**config.mk**
```make
export PLATFORM = sky130hd
export DESIGN_NAME = block_mapped_flash_translation
export DESIGN_NICKNAME = d
export VERILOG_FILES = /design/src/bmft_pkg.sv /design/src/block_mapped_flash_translation.sv /design/src/bmft_ctrl.sv /design/src/bmft_dp.sv
export SDC_FILE = /design/constraint.sdc
export NUM_CORES = 1
export LEC_CHECK = 0
export ABC_AREA = 1
export BUFFER_PORTS_ARGS = -buffer_cell sky130_fd_sc_hd__buf_2
export CELL_PAD_IN_SITES_DETAIL_PLACEMENT = 0
export CELL_PAD_IN_SITES_GLOBAL_PLACEMENT = 1
export CORE_UTILIZATION = 30
export CTS_CLUSTER_SIZE = 30
export DETAILED_ROUTE_END_ITERATION = 16
export PLACE_DENSITY_LB_ADDON = 0.08
export SLEW_MARGIN = 40
export SYNTH_ARGS = -nofsm -noshare
export SYNTH_HDL_FRONTEND = slang
export SYNTH_SLANG_ARGS = --single-unit
```
**constraint.sdc**
```tcl
create_clock -name clk -period 4.13 [get_ports clk]
set_input_delay 0.2065 -clock clk [delete_from_list [all_inputs] [get_ports clk]]
set_output_delay 0.2065 -clock clk [all_outputs]
set_load 0.01 [all_outputs]
```
**src/bmft_pkg.sv**
```systemverilog
// shared constants, types and helpers for the block-mapped flash translation controller
// no dependencies; imported by every module of the block
`default_nettype none

package bmft_pkg;

    localparam int PAGES_PER_BLK = 8;
    localparam int BLOCK_COUNT   = 16;
    localparam int DATA_BLKS     = BLOCK_COUNT - 1;
    localparam int PAGE_W        = $clog2(PAGES_PER_BLK);
    localparam int BLK_W         = $clog2(BLOCK_COUNT);
    localparam int PPN_W         = 7;
    localparam int LSN_W         = 7;

    // flash command codes
    localparam logic [2:0] OP_READ  = 3'd0;
    localparam logic [2:0] OP_PROG  = 3'd1;
    localparam logic [2:0] OP_COPY  = 3'd2;
    localparam logic [2:0] OP_MARK  = 3'd3;
    localparam logic [2:0] OP_ERASE = 3'd4;
    localparam logic [2:0] OP_NONE  = 3'd5;

    // status codes
    localparam logic [1:0] ST_OK       = 2'd0;
    localparam logic [1:0] ST_RANGE    = 2'd1;
    localparam logic [1:0] ST_UNMAPPED = 2'd2;
    localparam logic [1:0] ST_NOFREE   = 2'd3;

    // datapath actions issued by the controller
    typedef logic [3:0] act_t;
    localparam act_t ACT_NOP       = 4'd0;
    localparam act_t ACT_CAPTURE   = 4'd1;
    localparam act_t ACT_LOOKUP    = 4'd2;
    localparam act_t ACT_STATUS    = 4'd3;
    localparam act_t ACT_READ      = 4'd4;
    localparam act_t ACT_PROG_OLD  = 4'd5;
    localparam act_t ACT_SCAN_STEP = 4'd6;
    localparam act_t ACT_ALLOC     = 4'd7;
    localparam act_t ACT_MARK      = 4'd8;
    localparam act_t ACT_COPY      = 4'd9;
    localparam act_t ACT_COPY_STEP = 4'd10;
    localparam act_t ACT_MPROG     = 4'd11;
    localparam act_t ACT_ERASE     = 4'd12;

    typedef struct packed {
        logic             req_type;
        logic [LSN_W-1:0] lsn;
    } req_t;

    typedef struct packed {
        logic [2:0]       op;
        logic [PPN_W-1:0] dst_ppn;
        logic [PPN_W-1:0] src_ppn;
        logic [BLK_W-1:0] spare_lbn;
        logic             has_lbn;
        logic [LSN_W-1:0] spare_lsn;
        logic             has_lsn;
        logic [1:0]       status;
        logic             last;
    } res_t;

    typedef struct packed {
        act_t       act;
        logic [1:0] st;
        logic       last;
    } ctl_cmd_t;

    typedef struct packed {
        logic out_range;
        logic is_write;
        logic mapped;
        logic page_set;
        logic off_zero;
        logic free_hit;
        logic scan_last;
        logic copy_skip;
        logic copy_last;
    } ctl_stat_t;

    function automatic logic [PPN_W-1:0] ppn_of(input logic [BLK_W-1:0] blk,
                                                 input logic [PAGE_W-1:0] pg);
        return PPN_W'(int'(blk) * PAGES_PER_BLK + int'(pg));
    endfunction

endpackage

`default_nettype wire

```
**src/block_mapped_flash_translation.sv**
```systemverilog
// top level of the block-mapped flash translation controller
// depends on bmft_pkg, bmft_ctrl and bmft_dp
`default_nettype none

// A request (read or write of one logical sector) is taken when start is high and
// busy is low. The block answers with one or more flash commands, each shown on
// result for exactly one cycle with strobe high; the last command of a request has
// result.last set. The receiver cannot stall: every strobe cycle is a transfer and
// must be captured. Commands come one per cycle at most, from a registered output,
// so each is on the port in the cycle after the sequencer issues it. A read, an
// error or an in-place program passes through capture, lookup and decide; a first
// write adds the allocation scan, one step per physical block looked at (up to 16),
// plus the lbn marker when needed; a merge adds the page-by-page copy loop over the
// pages of a block (8), the spare program and the erase. A new request can be taken
// in the cycle that its predecessor's last command is on the port.
module block_mapped_flash_translation
    import bmft_pkg::*;
(
    input  wire logic clk,
    input  wire logic rst_n,
    input  wire logic start,
    output logic      busy,
    input  wire req_t req,
    output logic      strobe,
    output res_t      result
);

    ctl_cmd_t  cmd;
    ctl_stat_t stat;

    // sequencer: lookup, allocation scan, merge steps
    bmft_ctrl u_ctrl (
        .clk   (clk),
        .rst_n (rst_n),
        .start (start),
        .stat  (stat),
        .cmd   (cmd),
        .busy  (busy)
    );

    // map, spare, taken and written-page state plus the command register
    bmft_dp u_dp (
        .clk    (clk),
        .rst_n  (rst_n),
        .req    (req),
        .cmd    (cmd),
        .stat   (stat),
        .strobe (strobe),
        .result (result)
    );

endmodule

`default_nettype wire

```
**src/bmft_ctrl.sv**
```systemverilog
// request sequencer: walks each request through lookup, allocation scan or merge
// depends on bmft_pkg; drives bmft_dp through ctl_cmd_t
`default_nettype none

module bmft_ctrl
    import bmft_pkg::*;
(
    input  wire logic      clk,
    input  wire logic      rst_n,
    input  wire logic      start,
    input  wire ctl_stat_t stat,
    output ctl_cmd_t       cmd,
    output logic           busy
);

    localparam logic [2:0] S_IDLE   = 3'd0;
    localparam logic [2:0] S_LOOK   = 3'd1;
    localparam logic [2:0] S_DECIDE = 3'd2;
    localparam logic [2:0] S_SCAN   = 3'd3;
    localparam logic [2:0] S_MARK   = 3'd4;
    localparam logic [2:0] S_COPY   = 3'd5;
    localparam logic [2:0] S_MPROG  = 3'd6;
    localparam logic [2:0] S_ERASE  = 3'd7;

    logic [2:0] state_reg;
    logic [2:0] state_next;

    always_ff @(posedge clk or negedge rst_n)
    begin
        if (!rst_n)
        begin
            state_reg <= S_IDLE;
        end
        else
        begin
            state_reg <= state_next;
        end
    end

    assign busy = (state_reg != S_IDLE);

    always_comb
    begin
        state_next = state_reg;
        cmd.act    = ACT_NOP;
        cmd.st     = ST_OK;
        cmd.last   = 1'b0;
        unique case (state_reg)
            S_IDLE:
            begin
                if (start)
                begin
                    cmd.act    = ACT_CAPTURE;
                    state_next = S_LOOK;
                end
            end
            S_LOOK:
            begin
                cmd.act    = ACT_LOOKUP;
                state_next = S_DECIDE;
            end
            S_DECIDE:
            begin
                priority if (stat.out_range)
                begin
                    cmd.act    = ACT_STATUS;
                    cmd.st     = ST_RANGE;
                    cmd.last   = 1'b1;
                    state_next = S_IDLE;
                end
                else if (!stat.is_write)
                begin
                    cmd.act    = stat.mapped ? ACT_READ : ACT_STATUS;
                    cmd.st     = stat.mapped ? ST_OK : ST_UNMAPPED;
                    cmd.last   = 1'b1;
                    state_next = S_IDLE;
                end
                else if (!stat.mapped)
                begin
                    state_next = S_SCAN;
                end
                else if (!stat.page_set)
                begin
                    cmd.act    = ACT_PROG_OLD;
                    cmd.last   = 1'b1;
                    state_next = S_IDLE;
                end
                else
                begin
                    state_next = S_COPY;
                end
            end
            S_SCAN:
            begin
                priority if (stat.free_hit)
                begin
                    cmd.act    = ACT_ALLOC;
                    cmd.last   = stat.off_zero;
                    state_next = stat.off_zero ? S_IDLE : S_MARK;
                end
                else if (stat.scan_last)
                begin
                    cmd.act    = ACT_STATUS;
                    cmd.st     = ST_NOFREE;
                    cmd.last   = 1'b1;
                    state_next = S_IDLE;
                end
                else
                begin
                    cmd.act = ACT_SCAN_STEP;
                end
            end
            S_MARK:
            begin
                cmd.act    = ACT_MARK;
                cmd.last   = 1'b1;
                state_next = S_IDLE;
            end
            S_COPY:
            begin
                cmd.act = stat.copy_skip ? ACT_COPY_STEP : ACT_COPY;
                if (stat.copy_last)
                begin
                    state_next = S_MPROG;
                end
            end
            S_MPROG:
            begin
                cmd.act    = ACT_MPROG;
                state_next = S_ERASE;
            end
            S_ERASE:
            begin
                cmd.act    = ACT_ERASE;
                cmd.last   = 1'b1;
                state_next = S_IDLE;
            end
            default:
            begin
                state_next = S_IDLE;
            end
        endcase
    end

endmodule

`default_nettype wire

```
**src/bmft_dp.sv**
```systemverilog
// translation datapath: block map, spare and taken tracking, page written rows,
// scan and copy counters, result register; depends on bmft_pkg
`default_nettype none

module bmft_dp
    import bmft_pkg::*;
(
    input  wire logic     clk,
    input  wire logic     rst_n,
    input  wire req_t     req,
    input  wire ctl_cmd_t cmd,
    output ctl_stat_t     stat,
    output logic          strobe,
    output res_t          result
);

    req_t                     req_reg;
    logic [BLK_W-1:0]         pbn_reg;
    logic                     mapped_reg;
    logic [BLK_W-1:0]         map_pbn_reg [DATA_BLKS];
    logic [DATA_BLKS-1:0]     map_valid_reg;
    logic [BLK_W-1:0]         spare_reg;
    logic [BLOCK_COUNT-1:0]   taken_reg;
    logic [PAGES_PER_BLK-1:0] pw_reg [BLOCK_COUNT];
    logic [BLK_W-1:0]         scan_reg;
    logic [PAGE_W-1:0]        copy_reg;
    res_t                     res_reg;
    res_t                     res_next;
    logic                     strobe_reg;
    logic                     strobe_next;

    logic [BLK_W-1:0]         lbn;
    logic [BLK_W-1:0]         lbn_idx;
    logic [PAGE_W-1:0]        off;
    logic                     off_zero;
    logic                     out_range;
    logic [PAGES_PER_BLK-1:0] row;
    logic [PAGES_PER_BLK-1:0] pg_mask;
    res_t                     prog_tpl;

    assign lbn       = BLK_W'(req_reg.lsn / PAGES_PER_BLK);
    assign off       = PAGE_W'(req_reg.lsn % PAGES_PER_BLK);
    assign off_zero  = (off == '0);
    assign out_range = (lbn >= BLK_W'(DATA_BLKS));
    assign lbn_idx   = out_range ? '0 : lbn;
    assign row       = pw_reg[pbn_reg];

    always_comb
    begin
        pg_mask      = '0;
        pg_mask[off] = 1'b1;
    end

    assign stat.out_range = out_range;
    assign stat.is_write  = req_reg.req_type;
    assign stat.mapped    = mapped_reg;
    assign stat.page_set  = row[off];
    assign stat.off_zero  = off_zero;
    assign stat.free_hit  = (scan_reg != spare_reg) && !taken_reg[scan_reg];
    assign stat.scan_last = (scan_reg == BLK_W'(BLOCK_COUNT - 1));
    assign stat.copy_skip = (copy_reg == off);
    assign stat.copy_last = (copy_reg == PAGE_W'(PAGES_PER_BLK - 1));

    // host page program fields, destination filled per case
    always_comb
    begin
        prog_tpl           = '0;
        prog_tpl.op        = OP_PROG;
        prog_tpl.spare_lbn = off_zero ? lbn : '0;
        prog_tpl.has_lbn   = off_zero;
        prog_tpl.spare_lsn = req_reg.lsn;
        prog_tpl.has_lsn   = 1'b1;
        prog_tpl.status    = ST_OK;
    end

    always_comb
    begin
        res_next    = '0;
        strobe_next = 1'b0;
        unique case (cmd.act)
            ACT_STATUS:
            begin
                res_next.op     = OP_NONE;
                res_next.status = cmd.st;
                strobe_next     = 1'b1;
            end
            ACT_READ:
            begin
                res_next.op      = OP_READ;
                res_next.dst_ppn = ppn_of(pbn_reg, off);
                strobe_next      = 1'b1;
            end
            ACT_PROG_OLD:
            begin
                res_next         = prog_tpl;
                res_next.dst_ppn = ppn_of(pbn_reg, off);
                strobe_next      = 1'b1;
            end
            ACT_ALLOC:
            begin
                res_next         = prog_tpl;
                res_next.dst_ppn = ppn_of(scan_reg, off);
                strobe_next      = 1'b1;
            end
            ACT_MARK:
            begin
                res_next.op        = OP_MARK;
                res_next.dst_ppn   = ppn_of(pbn_reg, '0);
                res_next.spare_lbn = lbn;
                res_next.has_lbn   = 1'b1;
                strobe_next        = 1'b1;
            end
            ACT_COPY:
            begin
                res_next.op      = OP_COPY;
                res_next.dst_ppn = ppn_of(spare_reg, copy_reg);
                res_next.src_ppn = ppn_of(pbn_reg, copy_reg);
                strobe_next      = 1'b1;
            end
            ACT_MPROG:
            begin
                res_next         = prog_tpl;
                res_next.dst_ppn = ppn_of(spare_reg, off);
                strobe_next      = 1'b1;
            end
            ACT_ERASE:
            begin
                res_next.op      = OP_ERASE;
                res_next.dst_ppn = ppn_of(pbn_reg, '0);
                strobe_next      = 1'b1;
            end
            default:
            begin
                strobe_next = 1'b0;
            end
        endcase
        res_next.last = cmd.last;
    end

    always_ff @(posedge clk or negedge rst_n)
    begin
        if (!rst_n)
        begin
            strobe_reg    <= 1'b0;
            map_valid_reg <= '0;
            spare_reg     <= BLK_W'(BLOCK_COUNT - 1);
            taken_reg     <= '0;
            for (int b = 0; b < BLOCK_COUNT; b++)
            begin
                pw_reg[b] <= '0;
            end
        end
        else
        begin
            strobe_reg <= strobe_next;
            unique case (cmd.act)
                ACT_PROG_OLD:
                begin
                    pw_reg[pbn_reg] <= row | pg_mask;
                end
                ACT_ALLOC:
                begin
                    map_valid_reg[lbn_idx] <= 1'b1;
                    taken_reg[scan_reg]    <= 1'b1;
                    pw_reg[scan_reg]       <= pw_reg[scan_reg] | pg_mask;
                end
                ACT_MPROG:
                begin
                    // spare takes the old row, copies keep their written bits
                    pw_reg[spare_reg] <= row | pg_mask;
                end
                ACT_ERASE:
                begin
                    taken_reg[spare_reg] <= 1'b1;
                    taken_reg[pbn_reg]   <= 1'b0;
                    pw_reg[pbn_reg]      <= '0;
                    spare_reg            <= pbn_reg;
                end
                default:
                begin
                end
            endcase
        end
    end

    // payload and map contents, guarded by the valid bits above
    always_ff @(posedge clk)
    begin
        res_reg <= res_next;
        unique case (cmd.act)
            ACT_CAPTURE:
            begin
                req_reg <= req;
            end
            ACT_LOOKUP:
            begin
                pbn_reg    <= map_pbn_reg[lbn_idx];
                mapped_reg <= map_valid_reg[lbn_idx];
                scan_reg   <= '0;
                copy_reg   <= '0;
            end
            ACT_SCAN_STEP:
            begin
                scan_reg <= scan_reg + 1'b1;
            end
            ACT_ALLOC:
            begin
                map_pbn_reg[lbn_idx] <= scan_reg;
                pbn_reg              <= scan_reg;
            end
            ACT_COPY, ACT_COPY_STEP:
            begin
                copy_reg <= copy_reg + 1'b1;
            end
            ACT_ERASE:
            begin
                map_pbn_reg[lbn_idx] <= spare_reg;
            end
            default:
            begin
            end
        endcase
    end

    assign strobe = strobe_reg;
    assign result = res_reg;

endmodule

`default_nettype wire

```
==> impl_metrics.env <==
export IMPL_die_area_mm2=0.0748
export IMPL_rows=99
export IMPL_drc_errors=0
export IMPL_post_route_util=0.347
export IMPL_finalCritPeriodShare=0.932
export IMPL_setup_viol=0
export IMPL_slew_headroom=0.403
export IMPL_grt_pass1_wl_mm=173
export IMPL_vdd_ir_drop_max_mv=0.724
export IMPL_cp_arrival_ps=4200
export IMPL_die_x_um=273
export IMPL_crit_type="reg -> reg"
export IMPL_totalWireLength_mm=118
export IMPL_slew_viol_final=0
export IMPL_hpwl_mm=78.0
export IMPL_hold_violations=0
export IMPL_ant_nets=0
export IMPL_firstDrtPassIters=6
export IMPL_syn_area_mm2=0.0221
export IMPL_clockBufferDepth=3
export IMPL_htree_levels=2
export IMPL_nets=3375
export IMPL_yosysUniqueCellTypes=43
export IMPL_cts_sinks=280
export IMPL_ys_seq_elements=280
export IMPL_crit_required_ps=4480
export IMPL_viasPerCell=6.04
export IMPL_cts_made_buffers=38
export IMPL_cts_tree="done"
export IMPL_drt_iter0_drc=3144
export IMPL_synth_seq_area_share=0.328
export IMPL_top_level_ports=46
export IMPL_finalSetupTns_ps=0
export IMPL_core_area_mm2=0.0730
export IMPL_syn_nets=3408
export IMPL_outcome="complete, no violations"
export IMPL_clock_latency_ps=610
export IMPL_cap_violations=0
export IMPL_fillers=7878
export IMPL_rsz0062_at_grt="no"
export IMPL_grt_overflow_total=0
export IMPL_tightest_slew_ps=895
export IMPL_gp_congestion=0.960
export IMPL_syn_inst=3391
export IMPL_cp_common_cell="nand2_1"
export IMPL_p_leak_nw=10.3
export IMPL_initial_utilization=0.303
export IMPL_hold_class="in -> async"
export IMPL_antenna_found_initial=0
export IMPL_drive_above_1_share=0.0959
export IMPL_grt_usage=0.310
export IMPL_fmax_mhz=260
export IMPL_start_kind="flop"
export IMPL_cp_end_kind="flop"
export IMPL_fin_worst_skew_ps=31.6
export IMPL_cp_slowest_cell="buf_12"
export IMPL_grt_max_degree=130
export IMPL_syn_to_final_growth_pct=14.5
export IMPL_path_cells="buf_4, nor2_1, nand2_1, nand4_1, nand2_1, nand2_1, o21ai_1, nand2_1, nor2_1, nand3_1, nand2_1, nand2_2, nand2_4, nand3_4, buf_12, inv_1, buf_4, nand2_1, nand2_1"
export IMPL_r2r_slack_ps=280
export IMPL_cts_root_buf="clkbuf_16"
export IMPL_clk_pin_slew_worst_paths_ps=60
export IMPL_wl_per_cell_um=27.2
export IMPL_yosysWarningCount=0
export IMPL_cp_slowest_stage_delay_ps=520
export IMPL_first_global_vias=24684
export IMPL_powerDensity_mw_per_mm2=689
export IMPL_vias=26244
export IMPL_dieHeight_um=273
export IMPL_worst_path_max_fanout=129
export IMPL_finalCriticalPeriod_ps=3850
export IMPL_portBuffers=45
export IMPL_synth_area_per_cell_um2=6.52
==> layout by cell type (no fill, tap or decap), types with 4 or more instances in the layout <==
master and count:
o221ai_1 8, inv_2 9, dfxtp_1 33, nand2_4 4, nor2_2 4, buf_2 44, clkbuf_16 41, o22ai_1 4
dfrtp_1 163, nand4_1 149, dfstp_2 4, nand3_1 543, clkinv_1 20, nor3_1 16, nand2_2 19, buf_4 132
a21oi_1 370, dlygate4sd3_1 10, o211ai_1 22, o21bai_1 4, clkbuf_8 8, nor2_4 8, a31oi_1 8, buf_12 17
nand2_1 768, xnor2_1 7, nand4_2 8, nor2_1 168, o21ai_0 273, a22oi_1 4, edfxtp_1 80, clkinv_2 6
ha_1 6, clkbuf_1 6, o21ai_1 22, a32oi_1 128, inv_1 242
==> power breakdown <==
part | internal (mW) | switching [mW] | leakage (nW)
Clock | 2.15 | 1.47 | 0.666
Sequential | 3.47 | 0.586 | 3.30
Combinational | 2.15 | 7.62 | 6.32
==> through the flow <==
| stage | hold slack [ps] | total power, mW | area, µm² | std cells | worst slack (ps) |
|---|---|---|---|---|---|
| 2_1_floorplan | -89.1 | 9.03 | 22100 | 3391 | 1280 |
| 3_3_place_gp | 313 | 13.5 | 23800 | 4265 | 301 |
| 3_5_place_dp | 139 | 13.5 | 23800 | 4266 | 299 |
| 4_1_cts | 80.0 | 17.2 | 25300 | 4346 | 305 |
| 5_1_grt | 105 | 18.1 | 25300 | 4347 | 35.9 |
| 6_report | 74.9 | 17.4 | 25300 | 4348 | 282 |
==> cells in the mapped netlist <==
cell | n | area (µm²)
o21ai_0 | 276 | 1380
o21bai_1 | 4 | 30.0
nand2_4 | 1 | 11.3
a22oi_1 | 4 | 30.0
o2111ai_1 | 2 | 17.5
ha_1 | 6 | 75.1
o21ai_1 | 20 | 100
nor2_1 | 180 | 676
buf_1 | 19 | 71.3
nand4_1 | 149 | 932
clkbuf_1 | 188 | 706
clkinv_1 | 18 | 67.6
buf_4 | 16 | 120
o221ai_1 | 8 | 70.1
inv_1 | 244 | 916
dfrtp_1 | 163 | 4080
a211o_1 | 1 | 8.76
xnor2_1 | 7 | 61.3
or2_2 | 1 | 6.26
nand3_4 | 1 | 17.5
edfxtp_1 | 80 | 2400
a21oi_1 | 370 | 1850
nand4_2 | 8 | 100
inv_2 | 9 | 33.8
nand2_2 | 21 | 131
dfxtp_1 | 33 | 661
o211ai_1 | 22 | 165
o22ai_1 | 4 | 25.0
nand3_1 | 543 | 2720
nor3_1 | 17 | 85.1
nor3b_1 | 1 | 7.51
a31oi_1 | 8 | 50.1
nand2_1 | 769 | 2890
o211ai_2 | 1 | 12.5
xor2_1 | 1 | 8.76
dfstp_2 | 4 | 105
a32oi_1 | 128 | 1120
nand2b_1 | 1 | 6.26
buf_6 | 4 | 45.0
nor4_1 | 2 | 12.5
a32o_1 | 2 | 20.0
buf_2 | 54 | 270
o31ai_1 | 1 | 7.51
==> metal layers <==
layer | share of wire | vias up | global-route usage
li1 | - | 11800 | -
met1 | 0.43 | 12830 | 0.425
met2 | 0.44 | 1369 | 0.482
met3 | 0.082 | 245 | 0.0482
met4 | 0.043 | 0 | 0.131
met5 | 0 | - | 0
==> area by class of cell <==
class,instances,area (µm²),share of cell area
diodes,1,2.50,0.0000988
clock buffers,54,1140,0.0452
clock inverters,16,219,0.00865
inverters,271,1020,0.0405
multi-input cells,2559,12800,0.504
flip-flops and latches,280,7250,0.286
well taps,959,1200,0.0474
repair buffers,208,1730,0.0682
==> cells by family (layout without fill, tap and decap cells) <==
kind of cell	after synthesis	count (layout)	share of synthesized area
and+or+nand+nor	1694	1694	0.343
DFF	280	280	0.328
buffers and inverters	552	549	0.101
AOI/OAI and AO/OA	851	851	0.221
adders and majority gates	6	6	0.00340
other	0	1	0
xor gates and xnor gates	8	8	0.00317
==> worst max-delay path: cells and delay by family (launching register included) <==
family,cells,cell delay [ps]
AND/OR/NAND/NOR,14,1790
AO/OA/AOI/OAI,1,80
flip-flops,1,480
buffers and inverters,4,1190
==> path summary, 6_finish.rpt <==
kind / end / start / cells after the start
setup / recovery: u_dp.pbn_reg[0] / u_dp.pbn_reg[0] / 19
hold / removal: async pin / rst_n / 2
setup reg to reg: u_dp.pbn_reg[0] / u_dp.pbn_reg[0] / 19
hold reg to reg: u_dp.map_valid_reg[7] / u_dp.map_valid_reg[7] / 2
max in group asynchronous: async pin / rst_n / 3
min in group clk: u_dp.prog_tpl[5] / req[1] / 2
==> what timing repair did <==
action / 4_1_cts / 5_1_grt
hold buffers: 10 / 0
hold endpoints to repair: 117 / 0
resized for setup: 0 / 0
buffers inserted: 0 / 0
Note: power is estimated with default switching activity, not from simulation.
